`config.mk`:
```
export PLATFORM = sky130hd
export DESIGN_NAME = csov_map
export DESIGN_NICKNAME = d
export VERILOG_FILES = /design/src/rtl/core/csov_pkg.sv /design/src/rtl/core/csov_map.sv
export SDC_FILE = /design/constraint.sdc
export NUM_CORES = 2
export LEC_CHECK = 0
export BUFFER_PORTS_ARGS = -buffer_cell sky130_fd_sc_hd__buf_2
export CORE_ASPECT_RATIO = 1.5
export CORE_UTILIZATION = 45
export DETAILED_ROUTE_END_ITERATION = 12
export GPL_TIMING_DRIVEN = 0
export PLACE_DENSITY = 0.61
export SLEW_MARGIN = 10
export SYNTH_ARGS = -nofsm -noshare
export SYNTH_HDL_FRONTEND = slang
export SYNTH_SLANG_ARGS = --single-unit
```
`constraint.sdc`:
```
create_clock -name clock -period 7.3 [get_ports clock]
set_clock_uncertainty 0.1 [all_clocks]
set_input_delay 0.73 -clock clock [delete_from_list [all_inputs] [get_ports clock]]
set_output_delay 0.73 -clock clock [all_outputs]
set_load 0.005 [all_outputs]
```
`src/rtl/core/csov_pkg.sv`:
```
// shared types and widths for the collinear segment overlap pipeline
`default_nettype none
package csov_pkg;

   localparam int COORD_BITS = 16;
   localparam int FRAC_BITS  = 8;
   localparam int OUT_BITS   = COORD_BITS + FRAC_BITS;
   localparam int DIFF_BITS  = COORD_BITS + 1;
   localparam int LEN_BITS   = 2 * COORD_BITS + 1;
   localparam int PROJ_BITS  = 2 * COORD_BITS + 2;
   localparam int PROD_BITS  = COORD_BITS + PROJ_BITS - 1;
   localparam int NUM_BITS   = PROD_BITS + FRAC_BITS;
   localparam int QUOT_BITS  = OUT_BITS;
   localparam int MAP_LAT    = QUOT_BITS + 2;

   typedef struct packed {
      logic signed [COORD_BITS-1:0] seg_start_x;
      logic signed [COORD_BITS-1:0] seg_start_y;
      logic signed [COORD_BITS-1:0] seg_end_x;
      logic signed [COORD_BITS-1:0] seg_end_y;
      logic signed [COORD_BITS-1:0] first_part_start_x;
      logic signed [COORD_BITS-1:0] first_part_start_y;
      logic signed [COORD_BITS-1:0] first_part_end_x;
      logic signed [COORD_BITS-1:0] first_part_end_y;
      logic signed [COORD_BITS-1:0] second_part_start_x;
      logic signed [COORD_BITS-1:0] second_part_start_y;
      logic signed [COORD_BITS-1:0] second_part_end_x;
      logic signed [COORD_BITS-1:0] second_part_end_y;
   } seg_req_type;

   typedef struct packed {
      logic                       overlaps;
      logic signed [OUT_BITS-1:0] overlap_start_x;
      logic signed [OUT_BITS-1:0] overlap_start_y;
      logic signed [OUT_BITS-1:0] overlap_end_x;
      logic signed [OUT_BITS-1:0] overlap_end_y;
   } seg_rsp_type;

   // one coordinate to map back: |v|*|t|, its sign, the start and the length
   typedef struct packed {
      logic                         neg;
      logic signed [COORD_BITS-1:0] s;
      logic [PROD_BITS-1:0]         prod;
      logic [LEN_BITS-1:0]          len;
   } map_in_type;

endpackage
`default_nettype wire

```
`src/rtl/core/csov_map.sv`:
```
// pipelined floor division of one mapped coordinate, offset and saturation
`default_nettype none
module csov_map
   import csov_pkg::*;
(
   input  wire logic                       clock,
   input  wire map_in_type                 map_in,
   output logic signed [OUT_BITS-1:0]      coord
);

   localparam int HIGH_BITS = NUM_BITS - QUOT_BITS;
   localparam int VAL_BITS  = QUOT_BITS + 2;
   localparam logic signed [VAL_BITS-1:0] SAT_HI = VAL_BITS'((64'sd1 <<< (OUT_BITS - 1)) - 1);
   localparam logic signed [VAL_BITS-1:0] SAT_LO = VAL_BITS'(-(64'sd1 <<< (OUT_BITS - 1)));

   logic [NUM_BITS-1:0]  num;
   logic [HIGH_BITS-1:0] num_high;

   logic [LEN_BITS-1:0]          rem_ff  [QUOT_BITS+1];
   logic [QUOT_BITS-1:0]         low_ff  [QUOT_BITS+1];
   logic [QUOT_BITS-1:0]         quot_ff [QUOT_BITS+1];
   logic [LEN_BITS-1:0]          len_ff  [QUOT_BITS+1];
   logic signed [COORD_BITS-1:0] s_ff    [QUOT_BITS+1];
   logic                         neg_ff  [QUOT_BITS+1];
   logic                         ovf_ff  [QUOT_BITS+1];

   logic [LEN_BITS-1:0]  rem_in  [QUOT_BITS];
   logic [QUOT_BITS-1:0] quot_in [QUOT_BITS];

   logic [VAL_BITS-1:0]        mag_val;
   logic signed [VAL_BITS-1:0] val;
   logic signed [VAL_BITS-1:0] sum;
   logic signed [OUT_BITS-1:0] coord_in;
   logic signed [OUT_BITS-1:0] coord_ff;

   assign num      = NUM_BITS'(map_in.prod) << FRAC_BITS;
   assign num_high = num[NUM_BITS-1:QUOT_BITS];

   // one restoring step per stage, quotient msb first
   always_comb begin
      for (int i = 0; i < QUOT_BITS; i++) begin
         logic [LEN_BITS:0] trial;
         logic              ge;
         trial = {rem_ff[i], low_ff[i][QUOT_BITS-1]};
         ge    = trial >= {1'b0, len_ff[i]};
         rem_in[i]  = ge ? LEN_BITS'(trial - {1'b0, len_ff[i]}) : LEN_BITS'(trial);
         quot_in[i] = {quot_ff[i][QUOT_BITS-2:0], ge};
      end
   end

   always_ff @(posedge clock) begin
      // quotient too large for the output range saturates
      rem_ff[0]  <= num_high;
      low_ff[0]  <= num[QUOT_BITS-1:0];
      quot_ff[0] <= '0;
      len_ff[0]  <= map_in.len;
      s_ff[0]    <= map_in.s;
      neg_ff[0]  <= map_in.neg;
      ovf_ff[0]  <= num_high >= map_in.len;
      for (int i = 0; i < QUOT_BITS; i++) begin
         rem_ff[i+1]  <= rem_in[i];
         low_ff[i+1]  <= low_ff[i] << 1;
         quot_ff[i+1] <= quot_in[i];
         len_ff[i+1]  <= len_ff[i];
         s_ff[i+1]    <= s_ff[i];
         neg_ff[i+1]  <= neg_ff[i];
         ovf_ff[i+1]  <= ovf_ff[i];
      end
   end

   always_comb begin
      // floor of a negative quotient rounds away when there is a remainder
      mag_val = VAL_BITS'(quot_ff[QUOT_BITS])
              + VAL_BITS'(neg_ff[QUOT_BITS] && (rem_ff[QUOT_BITS] != '0));
      val = neg_ff[QUOT_BITS] ? -$signed(mag_val) : $signed(mag_val);
      sum = val + (VAL_BITS'(s_ff[QUOT_BITS]) <<< FRAC_BITS);
      if (ovf_ff[QUOT_BITS]) begin
         coord_in = neg_ff[QUOT_BITS] ? OUT_BITS'(SAT_LO) : OUT_BITS'(SAT_HI);
      end else if (sum > SAT_HI) begin
         coord_in = OUT_BITS'(SAT_HI);
      end else if (sum < SAT_LO) begin
         coord_in = OUT_BITS'(SAT_LO);
      end else begin
         coord_in = OUT_BITS'(sum);
      end
   end

   always_ff @(posedge clock) begin
      coord_ff <= coord_in;
   end

   assign coord = coord_ff;

endmodule
`default_nettype wire

```
Yosys cells after proc, flatten, opt, wreduce, memory -nomap -nowiden --
Memories as Yosys holds them, arrays and structs flattened. Cells that the tools add are included. Widths: inputs -> output; s select.
Operators by class: add/subtract/negate cells 27, order comparisons 27, multiplexer cells 29, reduce and logical (&&, ||, !) cells 2
Operator list (count):
- $ge 34x33->1 | 24
- $mux 33 | 24
- $sub 33x33->33 | 24
- $mux 24 | 4
- $ge 33x33->1 | 1
- $reduce_bool 33->1 | 1
- $add 26x24->26 | 1
- $gt 26x24->1 const B | 1
- $lt 26x24->1 const B | 1
- $mux 26 | 1
- $neg 26->26 | 1
- $add 24x1->25 | 1
- $logic_and 1x1->1 | 1
Word-level totals: flip-flop bits (word level) 24, memory bits (writable) 3275, output and inout bits 24, word-level logic and storage cells 93, memories 7
Memories:
- len_ff | depth 25, width 33, rd ports 24, clocked after memory_dff 0, wr ports 25, line csov_map.sv:22 | logic [LEN_BITS-1:0] len_ff [QUOT_BITS+1];
- rem_ff | depth 25, width 33, rd ports 25, clocked after memory_dff 0, wr ports 25, line csov_map.sv:19 | logic [LEN_BITS-1:0] rem_ff [QUOT_BITS+1];
- quot_ff | depth 25, width 24, rd ports 25, clocked after memory_dff 0, wr ports 25, line csov_map.sv:21 | logic [QUOT_BITS-1:0] quot_ff [QUOT_BITS+1];
- low_ff | depth 25, width 23, rd ports 24, clocked after memory_dff 0, wr ports 25, line csov_map.sv:20 | logic [QUOT_BITS-1:0] low_ff [QUOT_BITS+1];
- s_ff | depth 25, width 16, rd ports 25, clocked after memory_dff 0, wr ports 25, line csov_map.sv:23 | logic signed [COORD_BITS-1:0] s_ff [QUOT_BITS+1];
- neg_ff | depth 25, width 1, rd ports 25, clocked after memory_dff 0, wr ports 25, line csov_map.sv:24 | logic neg_ff [QUOT_BITS+1];
- +1 memories

Longest topological paths before layout --
An unclocked memory read counts as a cell.
depth after elaboration 11, mapped depth 28

Least setup slack after synthesis --
No wires, ideal clock.
path kind reg2reg, start point mem rem_ff[1][270] (netlist bit), end point reg coord_ff[12] (netlist: coord[12]), arrival 5.236 ns, data required time 7.133 ns, path slack 1.897 ns, stages on the path, launching flop included 27, path buffers 2, period minus slack after synthesis 5.403 ns, cells stage by stage dfxtp_1 or4_1 nor4_1 a21oi_1 ha_1 ha_1 buf_2 nand3_1 xor2_1 nand2_1 nor4bb_1 nand3_1 or3_1 o21ai_0 xor2_1 ha_1 a21o_1 a21oi_1 o21a_1 o41ai_1 a21oi_1 o21ai_0 xnor2_1 o21ai_1 mux2_4 buf_6 o21ai_2
RTL lines:
- start, declared | line csov_map.sv:19
- end signal, assigned | line csov_map.sv:89 | coord_ff <= coord_in;
- end, declared | line csov_map.sv:34 | logic signed [OUT_BITS-1:0] coord_ff;

==> impl_metrics.csv <==
group,metric,value,unit
yosys,yosysSeqAreaShare,48.85,%
worst_setup_path,cp.required,7940,ps
power,irDropWorstVdd,0.2276,mV
yosys,synth_top_family_by_area,"compound AO/OA/AOI/OAI gates",
yosys,post_synth_mux_area_share,2.211,%
yosys,synth.yosys.warnings,0,
die,fp.dieArea,232100,sq um
cts,tritoncts_clock_tree,"built",
routing,viasPerCell,5.270,
global_routing,grt_start_max_net_pins,20,
place,dpl_worst_slack,84.68,ps
yosys,syn-instance-count,10718,
routing,dr.pass1.iters,8,
sta,final.setup.tns,0,ps
sta,slew_violations,0,
flow_run,maxCapViolations,0,
sta,postLayoutSetupSlackWorst,487.2,ps
cts,clockBufferDepth,4,
power,leakagePower,53.55,nW
cells_and_area,drive_above_1_share,7.304,%
routing,antenna_left,0,
sta,max_slew_margin,26.97,%
global_routing,grt_pass1_vias,76790,
worst_setup_path,criticalPathCategory,"reg -> reg",
yosys,ys.flop_type,"sky130_fd_sc_hd__dfxtp_1",
worst_setup_path,cp_max_fo,10,
global_routing,grt_use_total,24.65,%
routing,drc_errors,0,
yosys,mappedNetlistArea,103600,sq um
yosys,post_synth_and_or_nand_nor_area_fraction,10.96,%
worst_setup_path,timing.critical_path.slowest_stage_cell,"sky130_fd_sc_hd__a2111oi_1",
worst_setup_path,critPathMaxStageDelay,540,ps
cts,clkSlewWorstSetupHoldPaths,60,ps
cells_and_area,layoutNonFillerInstCount,14452,
worst_setup_path,cp.buffers_inverters,1,
routing,average_wire_per_standard_cell,20.37,um
status,outcome,"finished, final reports clean",
routing,vias,76167,
sta,final_period_minus_worst_setup_slack,6813,ps
sta,finalHoldViolations,0,
place,placement.io_buffers,123,
global_routing,grt_pass1_wl,441.3,mm
die,chipHeight,589.5,um
sta,share_of_the_clock_period_used_by_the_worst_path,93.33,%
place,gp_congestion,0.9836,
sta,setup_viol,0,
worst_setup_path,cp-start-kind,"register",
yosys,asyncSetResetFlopFracSynth,0,%
cells_and_area,design.final.nets,12148,
worst_hold_path,min_path_type,"reg -> reg",
worst_setup_path,critical_path.endpoint_type,"register",
yosys,syn_nets,11688,
global_routing,global_route.overflow_total,0,
routing,initial_detailed_routing_violation_count,3430,
yosys,synth_enable_flop_cells,0,
die,core.rowCount,215,
die,initial_util,45.29,%
yosys,avgSynthCellArea,9.662,sq um
worst_setup_path,crit_top_cell,"sky130_fd_sc_hd__a21oi_1",
place,hpwl,239.5,mm
die,die_width,393.7,um
place,dpl.cell_count,13879,
yosys,synthAdderAreaFrac,10.69,%
yosys,synth_xor_area_share,5.785,%
sta,transition_time_of_the_tightest_slew_check_pin,1068,ps
cts,cts.root.buffer_cell,"sky130_fd_sc_hd__clkbuf_16",
cells_and_area,area_growth_syn_to_layout,13.17,%
sta,max_clock_freq,146.8,MHz
yosys,synth_compound_area_share,16.79,%
cts,ctsHtreeMaxLevel,4,
routing,finalWirelength,294.4,mm
yosys,yosysUniqueCellTypes,95,
yosys,synth_seq_cells,2527,
power,power_density,516.9,nW/um^2
power,totalPowerFinal,60.57,mW
worst_setup_path,critical_path_arrival,7450,ps
die,area_of_the_core,228700,sq um
worst_setup_path,timing.critical_path.max_delay_family,"simple AND/OR/NAND/NOR gates",
cts,clock_sink_count,2527,
cts,clock_latency,910,ps
global_routing,grt_antenna_before_repair,14,
sta,timing.hold.ws,173.6,ps
cts,cts_inserted_buffers,236,
die,io_pins,124,
## placed cells by master (no fill, tap or decap), types with 50 or more instances in the layout
cell type                       instances
sky130_fd_sc_hd__a211oi_1              96
sky130_fd_sc_hd__a21o_1               359
sky130_fd_sc_hd__a21oi_1              744
sky130_fd_sc_hd__a31oi_1               82
sky130_fd_sc_hd__and3_1               107
sky130_fd_sc_hd__buf_2                136
sky130_fd_sc_hd__clkbuf_1             198
sky130_fd_sc_hd__clkbuf_16            238
sky130_fd_sc_hd__dfxtp_1             2527
sky130_fd_sc_hd__diode_2               50
sky130_fd_sc_hd__dlygate4sd3_1         99
sky130_fd_sc_hd__ha_1                 845
sky130_fd_sc_hd__inv_1               1076
sky130_fd_sc_hd__mux2_2               186
sky130_fd_sc_hd__nand2_1              800
sky130_fd_sc_hd__nand2b_1             123
sky130_fd_sc_hd__nand3_1              144
sky130_fd_sc_hd__nand4_1              115
sky130_fd_sc_hd__nor2_1               563
sky130_fd_sc_hd__nor2b_1              107
sky130_fd_sc_hd__nor3_1               154
sky130_fd_sc_hd__o21a_1               164
sky130_fd_sc_hd__o21ai_0              768
sky130_fd_sc_hd__o21bai_1              95
sky130_fd_sc_hd__o31ai_1               80
sky130_fd_sc_hd__xnor2_1              384
sky130_fd_sc_hd__xor2_1               300
## where the power goes
group / switching, mW / internal, mW
Sequential: 2.44 / 17.7
Combinational: 16.6 / 11.2
Clock: 5.34 / 7.31
## logic make-up (layout without fill, tap and decap cells)
family / after synthesis / in the layout
AOI/OAI and AO/OA: 2776 / 2776
DFF: 2527 / 2527
and+or+nand+nor: 2377 / 2377
buffers and inverters: 1279 / 1925
adders and majority gates: 870 / 870
xor gates and xnor gates: 684 / 684
muxes: 205 / 205
other: 0 / 50
## per-layer routing
| metal | GRT usage (%) | wire (um) | part of all wire [%] | up-vias |
|---|---|---|---|---|
| met5 | 0 | 26 | 0.0088 | - |
| met4 | 18.98 | 24940 | 8.5 | 4 |
| met3 | 2.653 | 8559 | 2.9 | 756 |
| met2 | 47.92 | 157100 | 53 | 1642 |
| met1 | 23.43 | 103700 | 35 | 35806 |
| li1 | - | - | - | 37959 |
## synth_stat cells (all sizes together) (19+ instances only)
| library cell | count | area share (%) |
|---|---|---|
| fa | 25 | 0.48 |
| o41ai | 19 | 0.18 |
| nand4b | 19 | 0.16 |
| o31ai | 80 | 0.58 |
| dfxtp | 2527 | 49 |
| or3 | 42 | 0.25 |
| nor2b | 107 | 0.65 |
| o22ai | 22 | 0.13 |
| and2 | 41 | 0.25 |
| a21o | 359 | 2.6 |
| buf | 32 | 0.19 |
| a21oi | 745 | 3.6 |
| a31oi | 82 | 0.50 |
| o31a | 28 | 0.24 |
| o21a | 164 | 1.2 |
| a221oi | 25 | 0.21 |
| inv | 1076 | 3.9 |
| xor2 | 300 | 2.5 |
| nor3b | 21 | 0.15 |
| nor4 | 46 | 0.30 |
| nand2 | 800 | 2.9 |
| o211ai | 35 | 0.26 |
| nor2 | 564 | 2.0 |
| nand4 | 116 | 0.72 |
| nand3 | 145 | 0.71 |
| a31o | 23 | 0.19 |
| a311oi | 19 | 0.16 |
| clkbuf | 170 | 0.62 |
| o21bai | 95 | 0.69 |
| a21boi | 30 | 0.22 |
| mux2 | 187 | 2.0 |
| o21ai | 797 | 3.9 |
| xnor2 | 384 | 3.2 |
| a2111oi | 20 | 0.17 |
| and4 | 21 | 0.18 |
| a211oi | 96 | 0.70 |
| nor3 | 155 | 0.75 |
| a211o | 21 | 0.18 |
| nand2b | 124 | 0.76 |
| or2 | 34 | 0.21 |
| ha | 845 | 10 |
| and3 | 107 | 0.65 |
## final cells by class
| class | instances | area (sq um) |
|---|---|---|
| diodes | 50 | 125.1 |
| plain buffers | 202 | 833.3 |
| clock buffers | 306 | 6611 |
| clock inverters | 118 | 1468 |
| fillers | 21097 | 111500 |
| inverters | 1077 | 4043 |
| multi-input cells | 6912 | 48110 |
| flip-flops and latches | 2527 | 50590 |
| well taps | 3038 | 3801 |
| repair buffers | 222 | 1607 |
## through the flow
stage               area, sq um  util (%)
CTS                      117000     51.19
global placement         108000     47.22
global route             117200     51.25
floorplan                103600         -
finish                   117200     51.25
detailed placement       108000     47.22
## timing repair
item                                    CTS  global route
setup buffers                             0             0
hold buffers                             99             0
gates resized for setup                   0             4
endpoints found under the setup margin    0            23
hold endpoints to repair                 99             0
## final timing paths
check                               startpoint           to  slack (ps)  depth (start not counted)
worst min register to register     s_ff[1][32]  s_ff[1][48]         170                          0
worst max-delay path            rem_ff[1][265]     coord[5]         490                         26
worst max register to register  rem_ff[1][265]     coord[5]         490                         26
worst min-delay path               s_ff[1][32]  s_ff[1][48]         170                          0
## registers in the layout (all words and copies together) (netlist names)
| register | count |
|---|---|
| rem_ff | 825 |
| len_ff | 792 |
| s_ff | 400 |
| quot_ff | 300 |
| low_ff | 136 |
| neg_ff | 25 |
| ovf_ff | 25 |
| coord | 24 |
No activity file was read; power rests on OpenSTA's default activity.
